**src/assert_macros.svh**
```systemverilog
// Assertion helpers included by the word decoder.
`ifndef ASSERT_MACROS_SVH
`define ASSERT_MACROS_SVH

`ifndef ASSERT_OFF
// Clocked property, disabled while reset is low.
`define ASSERT_PROP(lbl, clk, rst_n, prop) \
  lbl: assert property (@(posedge clk) disable iff (!rst_n) (prop)) \
    else $error("assertion failed");
// Expression that must never be true.
`define ASSERT_NEVER(lbl, clk, rst_n, expr) \
  lbl: assert property (@(posedge clk) disable iff (!rst_n) !(expr)) \
    else $error("forbidden condition seen");
`else
`define ASSERT_PROP(lbl, clk, rst_n, prop)
`define ASSERT_NEVER(lbl, clk, rst_n, expr)
`endif

`endif

```
**src/xad_pkg.sv**
```systemverilog
`default_nettype none

package xad_pkg;

  // Number of channel histories kept.
  localparam int NUM_CHANNELS = 2;
  localparam int CH_W = (NUM_CHANNELS > 1) ? $clog2(NUM_CHANNELS) : 1;

  localparam int COEF_W = 11;
  localparam logic [3:0] FILTER_MAX = 4'd4;

  localparam logic signed [31:0] CLAMP_HIGH = 32'sd524272;
  localparam logic signed [31:0] CLAMP_LOW = -32'sd524288;
  localparam logic [15:0] PCM_MAX = 16'h7FFF;
  localparam logic [15:0] PCM_MIN = 16'h8000;

  // Request action codes.
  localparam logic ACT_DECODE = 1'b0;
  localparam logic ACT_CLEAR = 1'b1;

  typedef struct packed {
    logic        action;
    logic        channel;
    logic [3:0]  filter_index;
    logic [3:0]  shift_amount;
    logic [15:0] nibble_word;
  } in_req_t;

  typedef struct packed {
    logic signed [15:0] pcm_first;
    logic signed [15:0] pcm_second;
    logic signed [15:0] pcm_third;
    logic signed [15:0] pcm_fourth;
  } out_rsp_t;

  // History write request: clear or write back one channel.
  typedef struct packed {
    logic            en;
    logic            clr;
    logic [CH_W-1:0] ch;
    logic [31:0]     newest;
    logic [31:0]     older;
  } hist_wr_t;

  // Control of the shared multiply-accumulate unit.
  typedef struct packed {
    logic en;
    logic load;
  } mac_op_t;

  // Coefficient applied to the newer history value.
  function automatic logic [COEF_W-1:0] coef_newer(input logic [3:0] filt);
    logic [COEF_W-1:0] k;
    case (filt)
      4'd1:    k = 11'd960;
      4'd2:    k = 11'd1840;
      4'd3:    k = 11'd1568;
      4'd4:    k = 11'd1952;
      default: k = '0;
    endcase
    return k;
  endfunction

  // Coefficient applied to the older history value.
  function automatic logic [COEF_W-1:0] coef_older(input logic [3:0] filt);
    logic [COEF_W-1:0] k;
    case (filt)
      4'd2:    k = 11'd832;
      4'd3:    k = 11'd880;
      4'd4:    k = 11'd960;
      default: k = '0;
    endcase
    return k;
  endfunction

  // Sign-extend the nibble into bits 15:12, shift right and scale by 16.
  function automatic logic [31:0] nib_base(input logic [3:0] nib, input logic [3:0] sh);
    logic signed [15:0] v;
    v = {nib, 12'h000};
    v = v >>> sh;
    return {{12{v[15]}}, v, 4'h0};
  endfunction

  // Saturate to the 20-bit range and drop the low four bits.
  function automatic logic [15:0] clamp_pcm(input logic [31:0] v);
    logic signed [31:0] s;
    logic [15:0] r;
    s = $signed(v);
    if (s > CLAMP_HIGH) begin
      r = PCM_MAX;
    end else if (s < CLAMP_LOW) begin
      r = PCM_MIN;
    end else begin
      r = s[19:4];
    end
    return r;
  endfunction

endpackage

`default_nettype wire

```
**src/xad_mac.sv**
```systemverilog
`default_nettype none

// Shared multiply-accumulate unit: loads or subtracts one 32-bit wrapping product.
module xad_mac (
  input  wire logic                       clk_i,
  input  wire xad_pkg::mac_op_t           op_i,
  input  wire logic [xad_pkg::COEF_W-1:0] coef_i,
  input  wire logic [31:0]                opnd_i,
  output logic [31:0]                     acc_o
);
  import xad_pkg::*;

  logic [31:0] prod;
  logic [31:0] acc_d, acc_q;

  // Product modulo 2^32.
  assign prod = opnd_i * {{(32 - COEF_W){1'b0}}, coef_i};

  always_comb begin
    acc_d = acc_q;
    if (op_i.en) begin
      acc_d = op_i.load ? prod : (acc_q - prod);
    end
  end

  always_ff @(posedge clk_i) begin
    acc_q <= acc_d;
  end

  assign acc_o = acc_q;

endmodule

`default_nettype wire

```
**src/xad_hist.sv**
```systemverilog
`default_nettype none

// Per-channel prediction history, two unclamped values per channel.
module xad_hist (
  input  wire logic                     clk_i,
  input  wire logic                     rst_ni,
  input  wire logic [xad_pkg::CH_W-1:0] rd_ch_i,
  output logic [31:0]                   rd_newest_o,
  output logic [31:0]                   rd_older_o,
  input  wire xad_pkg::hist_wr_t        wr_i
);
  import xad_pkg::*;

  logic [31:0] newest_q [NUM_CHANNELS];
  logic [31:0] older_q [NUM_CHANNELS];

  assign rd_newest_o = newest_q[rd_ch_i];
  assign rd_older_o = older_q[rd_ch_i];

  // Clear or write back one channel.
  always_ff @(posedge clk_i or negedge rst_ni) begin
    if (!rst_ni) begin
      for (int c = 0; c < NUM_CHANNELS; c++) begin
        newest_q[c] <= '0;
        older_q[c] <= '0;
      end
    end else if (wr_i.en) begin
      newest_q[wr_i.ch] <= wr_i.clr ? 32'h0 : wr_i.newest;
      older_q[wr_i.ch] <= wr_i.clr ? 32'h0 : wr_i.older;
    end
  end

endmodule

`default_nettype wire

```
**src/xa_adpcm_word_decoder.sv**
```systemverilog
// Four-sample ADPCM word decoder.
// A request on the in channel (in_valid_i / in_ready_o / in_req_i) carries one
// 16-bit word of four nibbles plus the filter and shift of the block header,
// or a clear action that zeroes the selected channel history. A decode gives
// one response on the out channel (out_valid_o / out_ready_i / out_rsp_o)
// with four saturated PCM samples, low nibble first. Clear actions and
// requests for a channel that does not exist give no response.
// One multiply-accumulate unit is reused for every prediction: each nibble
// passes the two products and the update (ST_MUL_OLD, ST_MUL_NEW, ST_APPLY),
// and after the fourth nibble ST_FINISH presents the response. Pass-through
// filters (5 to 15) clamp each nibble in ST_PASS without the multiplier.
// A clear completes in its acceptance cycle. in_ready_o is high only while
// the sequencer is idle. The response sits in an output register, so a new
// request is taken while an earlier response still waits; if the receiver
// still stalls when the next decode finishes, the sequencer holds there.
// Reset zeroes every channel history and empties the output register.
`default_nettype none

module xa_adpcm_word_decoder (
  input  wire logic              clk_i,
  input  wire logic              rst_ni,
  input  wire logic              in_valid_i,
  output logic                   in_ready_o,
  input  wire xad_pkg::in_req_t  in_req_i,
  output logic                   out_valid_o,
  input  wire logic              out_ready_i,
  output xad_pkg::out_rsp_t      out_rsp_o
);
  import xad_pkg::*;

  typedef enum logic [5:0] {
    ST_IDLE    = 6'b000001,
    ST_MUL_OLD = 6'b000010,
    ST_MUL_NEW = 6'b000100,
    ST_APPLY   = 6'b001000,
    ST_PASS    = 6'b010000,
    ST_FINISH  = 6'b100000
  } state_e;

  state_e state_d, state_q;
  logic [1:0] cnt_d, cnt_q;
  in_req_t req_d, req_q;
  logic [31:0] p1_d, p1_q;
  logic [31:0] p2_d, p2_q;
  logic [15:0] samp_q [4];
  logic out_valid_d, out_valid_q;
  out_rsp_t out_d, out_q;

  logic in_acc, out_acc, ch_ok, is_pred, dec_start;
  logic [CH_W-1:0] in_ch, req_ch;
  logic [31:0] hist_newest, hist_older;
  hist_wr_t hist_wr;
  mac_op_t mac_op;
  logic [COEF_W-1:0] mac_coef;
  logic [31:0] mac_opnd, mac_acc;
  logic [15:0] word_sh;
  logic [31:0] base, pred_val;
  logic samp_we;
  logic [15:0] samp_wd;

  assign in_ready_o = (state_q == ST_IDLE);
  assign in_acc = in_valid_i && in_ready_o;
  assign out_acc = out_valid_q && out_ready_i;
  assign ch_ok = (32'(in_req_i.channel) < NUM_CHANNELS);
  assign dec_start = in_acc && ch_ok && (in_req_i.action == ACT_DECODE);
  assign in_ch = CH_W'(in_req_i.channel);
  assign req_ch = CH_W'(req_q.channel);
  assign is_pred = (req_q.filter_index <= FILTER_MAX);

  // Current nibble and its scaled value.
  assign word_sh = req_q.nibble_word >> {cnt_q, 2'b00};
  assign base = nib_base(word_sh[3:0], req_q.shift_amount);
  assign pred_val = base - 32'($signed(mac_acc) >>> 10);

  xad_hist u_hist (
    .clk_i       (clk_i),
    .rst_ni      (rst_ni),
    .rd_ch_i     (in_ch),
    .rd_newest_o (hist_newest),
    .rd_older_o  (hist_older),
    .wr_i        (hist_wr)
  );

  xad_mac u_mac (
    .clk_i  (clk_i),
    .op_i   (mac_op),
    .coef_i (mac_coef),
    .opnd_i (mac_opnd),
    .acc_o  (mac_acc)
  );

  // Sequencer.
  always_comb begin
    state_d = state_q;
    cnt_d = cnt_q;
    req_d = req_q;
    p1_d = p1_q;
    p2_d = p2_q;
    hist_wr = '0;
    mac_op = '0;
    mac_coef = coef_older(req_q.filter_index);
    mac_opnd = p2_q;
    samp_we = 1'b0;
    samp_wd = clamp_pcm(base);
    out_valid_d = out_valid_q && !out_acc;
    out_d = out_q;
    case (state_q)
      ST_IDLE: begin
        cnt_d = '0;
        if (in_acc && ch_ok) begin
          if (in_req_i.action == ACT_CLEAR) begin
            hist_wr.en = 1'b1;
            hist_wr.clr = 1'b1;
            hist_wr.ch = in_ch;
          end else begin
            req_d = in_req_i;
            p1_d = hist_newest;
            p2_d = hist_older;
            state_d = (in_req_i.filter_index <= FILTER_MAX) ? ST_MUL_OLD : ST_PASS;
          end
        end
      end
      ST_MUL_OLD: begin
        mac_op.en = 1'b1;
        mac_op.load = 1'b1;
        state_d = ST_MUL_NEW;
      end
      ST_MUL_NEW: begin
        mac_op.en = 1'b1;
        mac_coef = coef_newer(req_q.filter_index);
        mac_opnd = p1_q;
        state_d = ST_APPLY;
      end
      ST_APPLY: begin
        samp_we = 1'b1;
        samp_wd = clamp_pcm(pred_val);
        p2_d = p1_q;
        p1_d = pred_val;
        cnt_d = cnt_q + 2'd1;
        state_d = (cnt_q == 2'd3) ? ST_FINISH : ST_MUL_OLD;
      end
      ST_PASS: begin
        samp_we = 1'b1;
        cnt_d = cnt_q + 2'd1;
        if (cnt_q == 2'd3) begin
          state_d = ST_FINISH;
        end
      end
      ST_FINISH: begin
        if (!out_valid_q || out_ready_i) begin
          out_valid_d = 1'b1;
          out_d.pcm_first = samp_q[0];
          out_d.pcm_second = samp_q[1];
          out_d.pcm_third = samp_q[2];
          out_d.pcm_fourth = samp_q[3];
          hist_wr.en = is_pred;
          hist_wr.ch = req_ch;
          hist_wr.newest = p1_q;
          hist_wr.older = p2_q;
          state_d = ST_IDLE;
        end
      end
      default: begin
        state_d = ST_IDLE;
      end
    endcase
  end

  // Control registers.
  always_ff @(posedge clk_i or negedge rst_ni) begin
    if (!rst_ni) begin
      state_q <= ST_IDLE;
      cnt_q <= '0;
      out_valid_q <= 1'b0;
    end else begin
      state_q <= state_d;
      cnt_q <= cnt_d;
      out_valid_q <= out_valid_d;
    end
  end

  // Payload registers.
  always_ff @(posedge clk_i) begin
    req_q <= req_d;
    p1_q <= p1_d;
    p2_q <= p2_d;
    out_q <= out_d;
    if (samp_we) begin
      samp_q[cnt_q] <= samp_wd;
    end
  end

  assign out_valid_o = out_valid_q;
  assign out_rsp_o = out_q;

`include "assert_macros.svh"

  // A decode request for an existing channel starts work.
  `ASSERT_PROP(a_decode_busy, clk_i, rst_ni, dec_start |=> !in_ready_o)
  // The nibble counter is back at zero whenever the sequencer idles.
  `ASSERT_NEVER(a_idle_cnt, clk_i, rst_ni, (state_q == ST_IDLE) && (cnt_q != 2'd0))
  // A response appears only out of the finishing step.
  `ASSERT_PROP(a_rsp_source, clk_i, rst_ni, $rose(out_valid_q) |-> $past(state_q == ST_FINISH))

endmodule

`default_nettype wire
```
**config.mk**
```make
export PLATFORM = sky130hd
export DESIGN_NAME = xa_adpcm_word_decoder
export DESIGN_NICKNAME = d
export VERILOG_FILES = /design/src/xad_pkg.sv /design/src/xad_mac.sv /design/src/xad_hist.sv /design/src/xa_adpcm_word_decoder.sv
export VERILOG_INCLUDE_DIRS = /design/src /design/src/src
export SDC_FILE = /design/constraint.sdc
export NUM_CORES = 1
export LEC_CHECK = 0
export BUFFER_PORTS_ARGS = -buffer_cell sky130_fd_sc_hd__clkbuf_2
export CAP_MARGIN = 20
export CORE_AREA = 2 2 198 200
export CTS_CLUSTER_DIAMETER = 80
export DETAILED_ROUTE_END_ITERATION = 10
export DIE_AREA = 0 0 200 202
export PLACE_DENSITY_LB_ADDON = 0.15
export SLEW_MARGIN = 25
export SYNTH_ARGS = -nofsm -noshare
export SYNTH_HDL_FRONTEND = slang
export SYNTH_SLANG_ARGS = --single-unit
```
**constraint.sdc**
```tcl
create_clock -name clk_i -period 9.56 [get_ports clk_i]
set_input_delay 0 -clock clk_i [delete_from_list [all_inputs] [get_ports clk_i]]
set_output_delay 0 -clock clk_i [all_outputs]
set_load 0.01 [all_outputs]
```
==> run summary, run 1 <==
Clock period minus worst slack -> 9.303 ns
Initial antenna violation count -> 0
Detailed-route wire length per cell -> 19.26 um
Antenna violation net count after detailed routing -> 0
Final core occ -> 64.25%
Share of power burned in combinational logic -> 33.7%
Total global-route track usage -> 26.48%
Sequential fraction of design power -> 35.9%
Non-filler cells, final -> 2,691
M1 wire length -> 22,390 um
Internal portion of total power -> 3.465 mW
Via count of the first global-routing pass -> 15,360
Pins over their slew limit -> 0
R2r worst-path depth -> 33
Sum of met2 wire segment lengths after detailed routing -> 25,060 um
Maximum clock frequency -> 107.5 MHz
Number of nets produced by synthesis -> 2,278
Terminating pin of the worst hold path -> req_q[11]
Most used flip-flop cell after synthesis -> sky130_fd_sc_hd__edfxtp_1
CTS buffer count -> 39
Total die area -> 40,400 sq um
Number of library cell types mapped by synthesis -> 77
Overall Power -> 5.243 mW
Worst r2r dst -> u_mac.acc_o[28]
Quantity of I/O buffers inserted on ports -> 95
Die width -> 200 um
Diode count -> 0
Delay of the slowest cell on the worst path -> 0.52 ns
Max rail drop VDD -> 0.0001749 V
Critical path peak fanout -> 13
Syn-to-layout area delta -> 13.89%
Routed Wire Length -> 51,820 um
CTS Root Cell -> sky130_fd_sc_hd__clkbuf_16
Area share of the largest cell type after synthesis -> 32.95%
Clock tree from TritonCTS -> yes
Power density over cell area -> 213.2 nW/um^2
Total number of H-tree levels -> 2
Switching pwr -> 1.778 mW
Via total after detailed routing -> 15,430
Count of flip-flops with a built-in enable after synthesis -> 237
Placed wire-length estimate -> 36,530 um
Final-layout setup total negative slack -> 0 ns
First-pass GRT wire length -> 82,610 um
Clock Pin Slew Worst Setup and Hold Paths -> 0.06 ns
Result of the run -> finished clean
Floorplan core area -> 38,290 sq um
Most used cell, CP -> sky130_fd_sc_hd__maj3_2
Min-delay worst type -> input port to register
Pin count of the biggest net entering global routing -> 113
NumNets Final -> 2,403
Total count of hold-check failures in the final report -> 0
List of most frequent post-synthesis cells -> sky130_fd_sc_hd__nor2_1, sky130_fd_sc_hd__nand2_1, sky130_fd_sc_hd__edfxtp_1, sky130_fd_sc_hd__o21ai_0, sky130_fd_sc_hd__dfrtp_1
Total length of routed met3 wires -> 2915 um
Final period util -> 97.31%
Yosys reg bits -> 358
Average vias per placed instance -> 5.734
Data arrival time of the critical path -> 9.61 ns
CTS sink cnt -> 358
Number of setup violations in the final report -> 0
Number of detailed-routing iterations run before antenna repair -> 5
Share of async-settable or async-resettable flops after synthesis -> 33.80%
Global placer's final weighted congestion -> 0.9272
Top routing layer in use -> met4
Reg-to-reg slack, setup -> 0.26 ns
Max-cap violations -> 0
Hold path startpoint -> in_req_i[11]
Die H -> 202 um
Maximum clock skew at final layout -> 0.02595 ns
Top cells by area, synth -> sky130_fd_sc_hd__edfxtp_1, sky130_fd_sc_hd__dfrtp_1, sky130_fd_sc_hd__fa_1, sky130_fd_sc_hd__ha_1, sky130_fd_sc_hd__nor2_1
Switching Fraction -> 33.92%
Placed Instances -> 2,583
Synth Area per Inst -> 10.71 sq um
Detailed Route Iter0 Violations -> 1,148
CP endpoint kind -> register
Worst-case headroom to the max-slew limit -> 32.69%
Mapped Area -> 21,600 sq um
I/O pins -> 96
Critical setup path kind -> register to register
CP max-delay cell -> sky130_fd_sc_hd__fa_1
Launch instance of the worst register-to-register path -> state_q[5]
Critical Path Start Type -> register
Static leakage power -> 10.66 nW
Starting density of the core -> 56.41%
Most instantiated library cell after synthesis -> sky130_fd_sc_hd__nor2_1
Final design instance area without fill -> 24,600 sq um
Portion of the post-synthesis area used by sequential elements -> 46.98%
DRC violation count after routing -> 0
Clock latency on the worst-skew pair -> 0.57 ns
Fillers -> 3,020
Placement Cell Area -> 22,760 sq um
Data required time of the worst path -> 9.87 ns
Overall overflow remaining after global route -> 0
Total of warnings raised by yosys -> 0
Count of standard-cell rows -> 72
Hold path cells -> 2
Clock network fraction of total power -> 30.4%
Share of post-route cells with drive strength above 1 -> 12.61%
CTS max path bufs -> 3
Number of cells produced by synthesis -> 2,017
Worst slew pin tran -> 0.9940 ns
Cell taking the most area after synthesis -> sky130_fd_sc_hd__edfxtp_1
layer usage:
metal	up-vias	GRT usage [%]
met5	-	0
met4	0	8.757
met3	80	3.621
met2	451	43.92
met1	7606	36.08
li1	7294	-
critical path: cells and delay by family (launching register included):
family                   cells  cell delay, ns
AO/OA/AOI/OAI               10            1.95
AND/OR/NAND/NOR              7            1.35
flip-flops                   1            0.41
XOR/XNOR                     1            0.25
adder cells (fa/ha/maj)     13            4.84
buffers and inverters        2            0.26
sequential cells by signal (all words and copies together), names as in the netlist:
register	flops
req_q	24
state_q	6
p2_q	28
u_mac.acc_o	28
p1_q	28
out_rsp_o	64
out_valid_o	1
u_hist.newest_q	56
cnt_q	2
u_hist.older_q	56
samp_q	64
req_ch	1
cell families (layout without fill, tap and decap cells):
kind of cell	after synthesis	count (layout)	synth area share [%]
flip-flops	358	358	46.98
AND/OR/NAND/NOR	660	660	13.07
buffers and inverters	183	339	3.192
multiplexers	93	93	4.629
adder cells (fa/ha/maj)	241	241	17.79
AO/OA/AOI/OAI	401	401	11.06
XOR/XNOR	81	81	3.285
worst max path at each step:
| stage | start | end | slack, ns | cells after the start |
|---|---|---|---|---|
| 6_report | state_q[5] | u_mac.acc_o[28] | 0.26 | 33 |
| 5_1_grt | state_q[4] | u_mac.acc_o[28] | -0.07 | 35 |
| 4_1_cts | state_q[4] | u_mac.acc_o[28] | 0.02 | 32 |
| 3_5_place_dp | state_q[4] | u_mac.acc_o[28] | 0.04 | 32 |
| 3_3_place_gp | state_q[4] | u_mac.acc_o[28] | 0.14 | 33 |
| 2_1_floorplan | state_q[4] | u_mac.acc_o[28] | 0.50 | 34 |
timing repair:
action	CTS	global route
hold buffers	32	0
hold endpoints to repair	72	0
gates resized for setup	0	11
endpoints found under the setup margin	0	7
setup buffers	0	4
metrics by stage:
stage	hold slack, ns	worst slack [ns]
2_1_floorplan	-0.2956	0.4999
3_3_place_gp	0.01543	0.1435
3_5_place_dp	0.02237	0.03873
4_1_cts	0.1371	0.02286
5_1_grt	0.1776	-0.06635
6_report	0.1592	0.2573
power groups by stage:
stage / registers [mW] / logic (mW) / clock network [mW]
3_5_place_dp: 1.91 / 1.70 / 0
2_1_floorplan: 1.88 / 1.26 / 0
4_1_cts: 1.88 / 1.73 / 1.62
6_report: 1.88 / 1.77 / 1.59
5_1_grt: 1.89 / 1.96 / 1.68
3_3_place_gp: 1.91 / 1.67 / 0
area by class of cell:
| type | instances | area [sq um] | area share, % |
|---|---|---|---|
| multi-input cells | 1476 | 10900 | 44.30 |
| flip-flops and latches | 358 | 10150 | 41.25 |
| repair buffers | 172 | 1176 | 4.782 |
| clock buffers | 50 | 1100 | 4.471 |
| well taps | 518 | 648.1 | 2.635 |
| inverters | 95 | 356.6 | 1.450 |
| clock inverters | 22 | 272.8 | 1.109 |
layout by cell type, fill, tap and decap left out, types with 19 or more instances in the layout:
master / count
sky130_fd_sc_hd__edfxtp_1: 237
sky130_fd_sc_hd__xnor2_1: 62
sky130_fd_sc_hd__dfrtp_1: 119
sky130_fd_sc_hd__mux2i_1: 74
sky130_fd_sc_hd__buf_4: 42
sky130_fd_sc_hd__nor3_1: 19
sky130_fd_sc_hd__nand3_1: 21
sky130_fd_sc_hd__clkbuf_16: 41
sky130_fd_sc_hd__o21ai_0: 162
sky130_fd_sc_hd__nand2_1: 253
sky130_fd_sc_hd__a21oi_1: 100
sky130_fd_sc_hd__ha_1: 116
sky130_fd_sc_hd__nand2b_1: 25
sky130_fd_sc_hd__inv_1: 94
sky130_fd_sc_hd__fa_1: 112
sky130_fd_sc_hd__o21a_1: 21
sky130_fd_sc_hd__clkbuf_2: 93
sky130_fd_sc_hd__nor2_1: 262
sky130_fd_sc_hd__dlygate4sd3_1: 31
No activity file was read; power rests on OpenSTA's default activity.
==> inputs of run 2 (changes only) <==
- BUFFER_PORTS_ARGS: -buffer_cell sky130_fd_sc_hd__clkbuf_2 -> -buffer_cell sky130_fd_sc_hd__buf_2
- CORE_AREA: 2 2 198 200 -> 2 2 186 188
- DIE_AREA: 0 0 200 202 -> 0 0 188 190
- SETUP_SLACK_MARGIN: not set -> 0.2
- clock period: 9.56 -> 10.9 ns (I/O delays scaled with it)
==> run 2 against run 1 <==
Net effect:
- first-iteration DRC count grew 12%
- clock power shrank 11%
- die area shrank 12%
- largest cell class unchanged
- maximum frequency shrank 3.2%
- sequential power shrank 12%
- sequential share of layout area grew 0.55 points
- highest routed layer unchanged
- largest power group unchanged
- core utilization grew 7.2 points
- final cell count shrank 3.1%
- critical path depth shrank 1
- clock skew grew 0.0083 ns
- register-to-register slack gained 1.0 ns
- hold slack lost 0.073 ns
==> run summary, run 2 (same netlist as run 1, synthesis figures left out) <==
Result of the run -> finished clean
Launch instance of the worst register-to-register path -> state_q[4]
Die width -> 188 um (-6.0%)
Worst slack on hold paths -> 0.08576 ns (-0.07346 ns)
Data required time of the worst path -> 11.18 ns (+1.31 ns)
CP max-delay cell -> sky130_fd_sc_hd__fa_1
CTS Root Cell -> sky130_fd_sc_hd__clkbuf_16
DRC violation count after routing -> 0 (unchanged)
Critical setup path kind -> register to register
Max rail drop VDD -> 0.0001550 V (-11%)
NumNets Final -> 2,384 (-0.79%)
Total global-route track usage -> 30.21% (+3.7 points)
Clock Pin Slew Worst Setup and Hold Paths -> 0.06 ns (about the same)
Detailed-route wire length per cell -> 20.18 um (+4.8%)
Clock period minus worst slack -> 9.607 ns (+0.3045 ns)
Placed wire-length estimate -> 37,100 um (+1.5%)
Power density over cell area -> 188.9 nW/um^2 (-11%)
Quantity of I/O buffers inserted on ports -> 95 (unchanged)
Timing startpoint of the critical path -> state_q[4]
Fillers -> 2,434 (-19%)
Average vias per placed instance -> 6.009 (+4.8%)
CP endpoint kind -> register
CTS sink cnt -> 358 (unchanged)
Number of detailed-routing iterations run before antenna repair -> 5 (unchanged)
Total die area -> 35,720 sq um (-12%)
Diode count -> 0 (unchanged)
Total count of hold-check failures in the final report -> 0 (unchanged)
Maximum clock skew at final layout -> 0.03427 ns (+0.008327 ns)
Total number of H-tree levels -> 2 (unchanged)
Worst-case headroom to the max-slew limit -> 22.32% (-10 points)
I/O pins -> 96 (unchanged)
Clock latency on the worst-skew pair -> 0.56 ns (about the same)
Routed Wire Length -> 52,630 um (+1.6%)
Pin count of the biggest net entering global routing -> 113 (unchanged)
Min-delay worst type -> input port to asynchronous set/reset pin
Number of setup violations in the final report -> 0 (unchanged)
Data arrival time of the critical path -> 9.89 ns (+0.28 ns)
Detailed Route Iter0 Violations -> 1,290 (+12%)
Initial antenna violation count -> 2 (+2)
First-pass GRT wire length -> 83,520 um (+1.1%)
Total area of multi-input combinational cells -> 10,820 sq um (-0.70%)
Clock tree from TritonCTS -> yes
Setup repair after global routing missed its margin -> false
Max-cap violations -> 0 (unchanged)
Sequential cell area -> 10,150 sq um (about the same)
Final period util -> 88.14% (-9.2 points)
Share of post-route cells with drive strength above 1 -> 11.33% (-1.3 points)
Starting density of the core -> 63.62% (+7.2 points)
Overall overflow remaining after global route -> 0 (unchanged)
CTS buffer count -> 38 (-2.6%)
Count of standard-cell rows -> 68 (-5.6%)
Worst slew pin tran -> 1.133 ns (+0.1388 ns)
Pins over their slew limit -> 0 (unchanged)
Antenna violation net count after detailed routing -> 0 (unchanged)
Critical Path Start Type -> register
# resized after CTS -> 0 (unchanged)
Global placer's final weighted congestion -> 0.9362 (+0.97%)
Maximum clock frequency -> 104.1 MHz (-3.2%)
Die H -> 190 um (-5.9%)
Floorplan core area -> 33,950 sq um (-11%)
Static leakage power -> 10.53 nW (-1.2%)
CTS max path bufs -> 3 (unchanged)
Via total after detailed routing -> 15,670 (+1.6%)
Most used cell, CP -> sky130_fd_sc_hd__maj3_2
Syn-to-layout area delta -> 12.38%
Commonest non-fill, non-tap cell in the layout -> sky130_fd_sc_hd__nor2_1
Via count of the first global-routing pass -> 15,820 (+3.0%)
Most frequent cells in the layout -> sky130_fd_sc_hd__nor2_1, sky130_fd_sc_hd__nand2_1, sky130_fd_sc_hd__edfxtp_1
Critical path peak fanout -> 19 (+6)
Delay of the slowest cell on the worst path -> 0.56 ns (+0.04 ns)
Final-layout setup total negative slack -> 0 ns (unchanged)
==> run 2: layout make-up <==
| type | count | area share, % |
|---|---|---|
| repair buffers | 154 | 4.191 |
| clock buffers | 51 | 4.459 |
| clock inverters | 19 | 1.150 |
| flip-flops and latches | 358 | 41.80 |
| inverters | 95 | 1.469 |
| multi-input cells | 1476 | 44.58 |
| well taps | 455 | 2.346 |
==> run 2: final timing paths <==
check	endpoint	slack [ns]	cells past startpoint
min in group clk_i	req_q[8]	0.16	2
worst min-delay path	u_hist.older_q[15]	0.09	2
worst min register to register	out_rsp_o[55]	0.39	0
worst max-delay path	u_mac.acc_o[28]	1.29	32
max in group asynchronous	state_q[1]	9.48	3
worst max register to register	u_mac.acc_o[28]	1.29	32
==> run 2: power by group <==
part           switching [mW]  leakage, nW  internal (mW)
Combinational           0.943         6.00          0.577
Sequential             0.0618         3.87           1.59
Clock                   0.559        0.666          0.850
Total                    1.56         10.5           3.02
==> run 2: what timing repair did <==
item,4_1_cts,5_1_grt
buffers inserted,0,0
endpoints found under the hold margin,88,0
hold buffers,30,0
==> run 2: metrics by stage <==
| stage | setup slack (ns) | area, sq um | total power, mW | std cells | utilization (%) |
|---|---|---|---|---|---|
| 2_1_floorplan | 1.840 | 21600 | 2.748 | 2017 | - |
| 3_3_place_gp | 1.480 | 22570 | 3.113 | 2507 | 66.49 |
| 3_5_place_dp | 1.361 | 22580 | 3.152 | 2507 | 66.50 |
| 4_1_cts | 1.307 | 24240 | 4.573 | 2607 | 71.40 |
| 5_1_grt | 0.7827 | 24270 | 4.819 | 2608 | 71.49 |
| 6_report | 1.293 | 24270 | 4.584 | 2608 | 71.49 |
==> run 2: critical path, delay by kind of cell (launching register included) <==
family	cells	cell delay, ns
buffers and inverters	1	0.06
adders and majority gates	13	4.98
and+or+nand+nor	6	1.36
AOI/OAI and AO/OA	11	2.30
DFF	1	0.42
xor gates and xnor gates	1	0.23
==> run 2: layer usage <==
layer,vias up,track usage (%),wire length [um]
met3,114,5.921,3778
met5,-,0,0
met2,606,50.26,25510
met1,7716,39.42,21440
li1,7235,-,-
met4,0,11.93,1900
==> inputs of run 3 (changes only) <==
- REMOVE_ABC_BUFFERS: not set -> 1
==> run 3 against run 2 <==
Net effect:
- non-clock buffer count decreased by 1
- flip-flop and latch count unchanged
- total power decreased by 2.6%
- critical path depth unchanged
- hold slack got worse by 0.015 ns
- sequential power about the same
==> run summary, run 3 (same netlist as run 1, synthesis figures left out) <==
Result of the run -> finished clean
Initial antenna violation count -> 0 (-2)
CTS sink cnt -> 358 (unchanged)
Maximum clock frequency -> 102.6 MHz (-1.4%)
Die width -> 188 um (unchanged)
Total global-route track usage -> 29.88% (-0.33 points)
Maximum clock skew at final layout -> 0.02182 ns (-0.01245 ns)
Pin count of the biggest net entering global routing -> 113 (unchanged)
First-pass GRT wire length -> 82,650 um (-1.0%)
Syn-to-layout area delta -> 11.75%
Delay of the slowest cell on the worst path -> 0.54 ns (-0.02 ns)
Average vias per placed instance -> 5.944 (-1.1%)
Starting density of the core -> 63.62% (unchanged)
Via count of the first global-routing pass -> 15,430 (-2.5%)
Worst-case headroom to the max-slew limit -> 27.75% (+5.4 points)
Sum of met2 wire segment lengths after detailed routing -> 24,720 um (-3.1%)
# resized after CTS -> 0 (unchanged)
CP max-delay cell -> sky130_fd_sc_hd__fa_1
Clock Pin Slew Worst Setup and Hold Paths -> 0.06 ns (about the same)
Min-delay worst type -> input port to asynchronous set/reset pin
Commonest non-fill, non-tap cell in the layout -> sky130_fd_sc_hd__nor2_1
Data arrival time of the critical path -> 10.04 ns (+0.15 ns)
Fillers -> 2,434 (unchanged)
Setup bufs post-CTS -> 0 (unchanged)
Global placer's final weighted congestion -> 0.8995 (-3.9%)
Antenna violation net count after detailed routing -> 0 (unchanged)
Static leakage power -> 10.49 nW (-0.41%)
Setup repair after global routing missed its margin -> false
Max rail drop VDD -> 0.0001458 V (-5.9%)
Hold-fix buffers, CTS -> 30 (unchanged)
Overall Power -> 4.464 mW (-2.6%)
Total count of hold-check failures in the final report -> 0 (unchanged)
Final design instance area without fill -> 24,130 sq um (-0.56%)
Placement Cell Area -> 22,570 sq um (about the same)
Number of setup violations in the final report -> 0 (unchanged)
M1 wire length -> 21,340 um (-0.50%)
Final-layout setup total negative slack -> 0 ns (unchanged)
DRC violation count after routing -> 0 (unchanged)
Overall overflow remaining after global route -> 0 (unchanged)
Clock tree from TritonCTS -> yes
Routed Wire Length -> 51,940 um (-1.3%)
Total number of H-tree levels -> 2 (unchanged)
Sequential cell area -> 10,150 sq um (unchanged)
Critical path peak fanout -> 19 (unchanged)
Most used cell, CP -> sky130_fd_sc_hd__maj3_2
Critical setup path kind -> register to register
Data required time of the worst path -> 11.19 ns (about the same)
Share of post-route cells with drive strength above 1 -> 11.11% (-0.22 points)
Power density over cell area -> 185.0 nW/um^2 (-2.1%)
Placed wire-length estimate -> 35,830 um (-3.4%)
Quantity of I/O buffers inserted on ports -> 95 (unchanged)
Max-cap violations -> 0 (unchanged)
Most frequent cells in the layout -> sky130_fd_sc_hd__nor2_1, sky130_fd_sc_hd__nand2_1, sky130_fd_sc_hd__edfxtp_1
Clock period minus worst slack -> 9.748 ns (+0.1405 ns)
CTS Root Cell -> sky130_fd_sc_hd__clkbuf_16
Floorplan core area -> 33,950 sq um (unchanged)
CTS buffer count -> 38 (unchanged)
Pins over their slew limit -> 0 (unchanged)
Final period util -> 89.43% (+1.3 points)
CP endpoint kind -> register
Critical Path Start Type -> register
Top routing layer in use -> met4
Diode count -> 0 (unchanged)
Count of standard-cell rows -> 68 (unchanged)
Worst slew pin tran -> 1.077 ns (-0.05555 ns)
Via total after detailed routing -> 15,490 (-1.1%)
Detailed Route Iter0 Violations -> 1,211 (-6.1%)
I/O pins -> 96 (unchanged)
Clock latency on the worst-skew pair -> 0.56 ns (about the same)
Total length of routed met3 wires -> 3759 um (-0.50%)
Number of detailed-routing iterations run before antenna repair -> 6 (+1)
Total die area -> 35,720 sq um (unchanged)
CTS max path bufs -> 3 (unchanged)
Die H -> 190 um (unchanged)
Total area of multi-input combinational cells -> 10,810 sq um (-0.13%)
NumNets Final -> 2,383 (-0.042%)
Detailed-route wire length per cell -> 19.93 um (-1.2%)
## run 3: changes by cell type in the layout (fill, tap and decap cells not counted), sizes merged
| cell | change |
|---|---|
| inv | -2 |
| bufinv | -3 |
| clkbuf | -1 |
| clkinv | +5 |
| buf | -1 |
## run 3: worst max-delay path, delay by kind of cell (launching register included)
| kind | cells | cell delay, ns |
|---|---|---|
| buffers and inverters | 1 | 0.06 |
| adder cells (fa/ha/maj) | 13 | 4.95 |
| AO/OA/AOI/OAI | 11 | 2.40 |
| XOR/XNOR | 1 | 0.19 |
| AND/OR/NAND/NOR | 6 | 1.49 |
| flip-flops | 1 | 0.42 |
## run 3: worst paths after layout
| check | startpoint | to | slack, ns | depth (start not counted) |
|---|---|---|---|---|
| max | state_q[4] | u_mac.acc_o[28] | 1.15 | 32 |
| min | rst_ni | u_hist.newest_q[17] | 0.07 | 2 |
| max reg2reg | state_q[4] | u_mac.acc_o[28] | 1.15 | 32 |
| min reg2reg | samp_q[2][11] | out_rsp_o[27] | 0.41 | 0 |
| max in group asynchronous | rst_ni | u_hist.newest_q[16] | 9.71 | 3 |
| min in group clk_i | in_req_i[8] | req_q[8] | 0.17 | 2 |
## run 3: area by class of cell
cell class / count / area share, %
clock buffer: 50 / 4.381
clock inverter: 19 / 0.8139
inverter: 95 / 1.478
multi-input combinational: 1476 / 44.78
sequential: 358 / 42.04
tap: 455 / 2.359
timing repair buffer: 153 / 4.153
## run 3: metal layers
layer / up-vias / global-route usage (%)
li1: 7240 / -
met1: 7539 / 39.40
met2: 603 / 49.06
met3: 109 / 5.571
met4: 0 / 12.66
met5: - / 0
## run 3: where the power goes
part	switching, mW	internal, mW
registers	0.0626	1.59
logic	0.927	0.577
clock network	0.543	0.761
## run 3: metrics by stage
step / cells / hold WS, ns / setup slack [ns] / utilization, %
6_report: 2606 / 0.07028 / 1.152 / 71.09
4_1_cts: 2606 / 0.07800 / 1.209 / 71.06
2_1_floorplan: 1929 / -0.2956 / -1.004 / -
5_1_grt: 2606 / 0.1148 / 0.7382 / 71.09
3_3_place_gp: 2507 / 0.06627 / 1.412 / 66.48
3_5_place_dp: 2507 / 0.08628 / 1.250 / 66.48
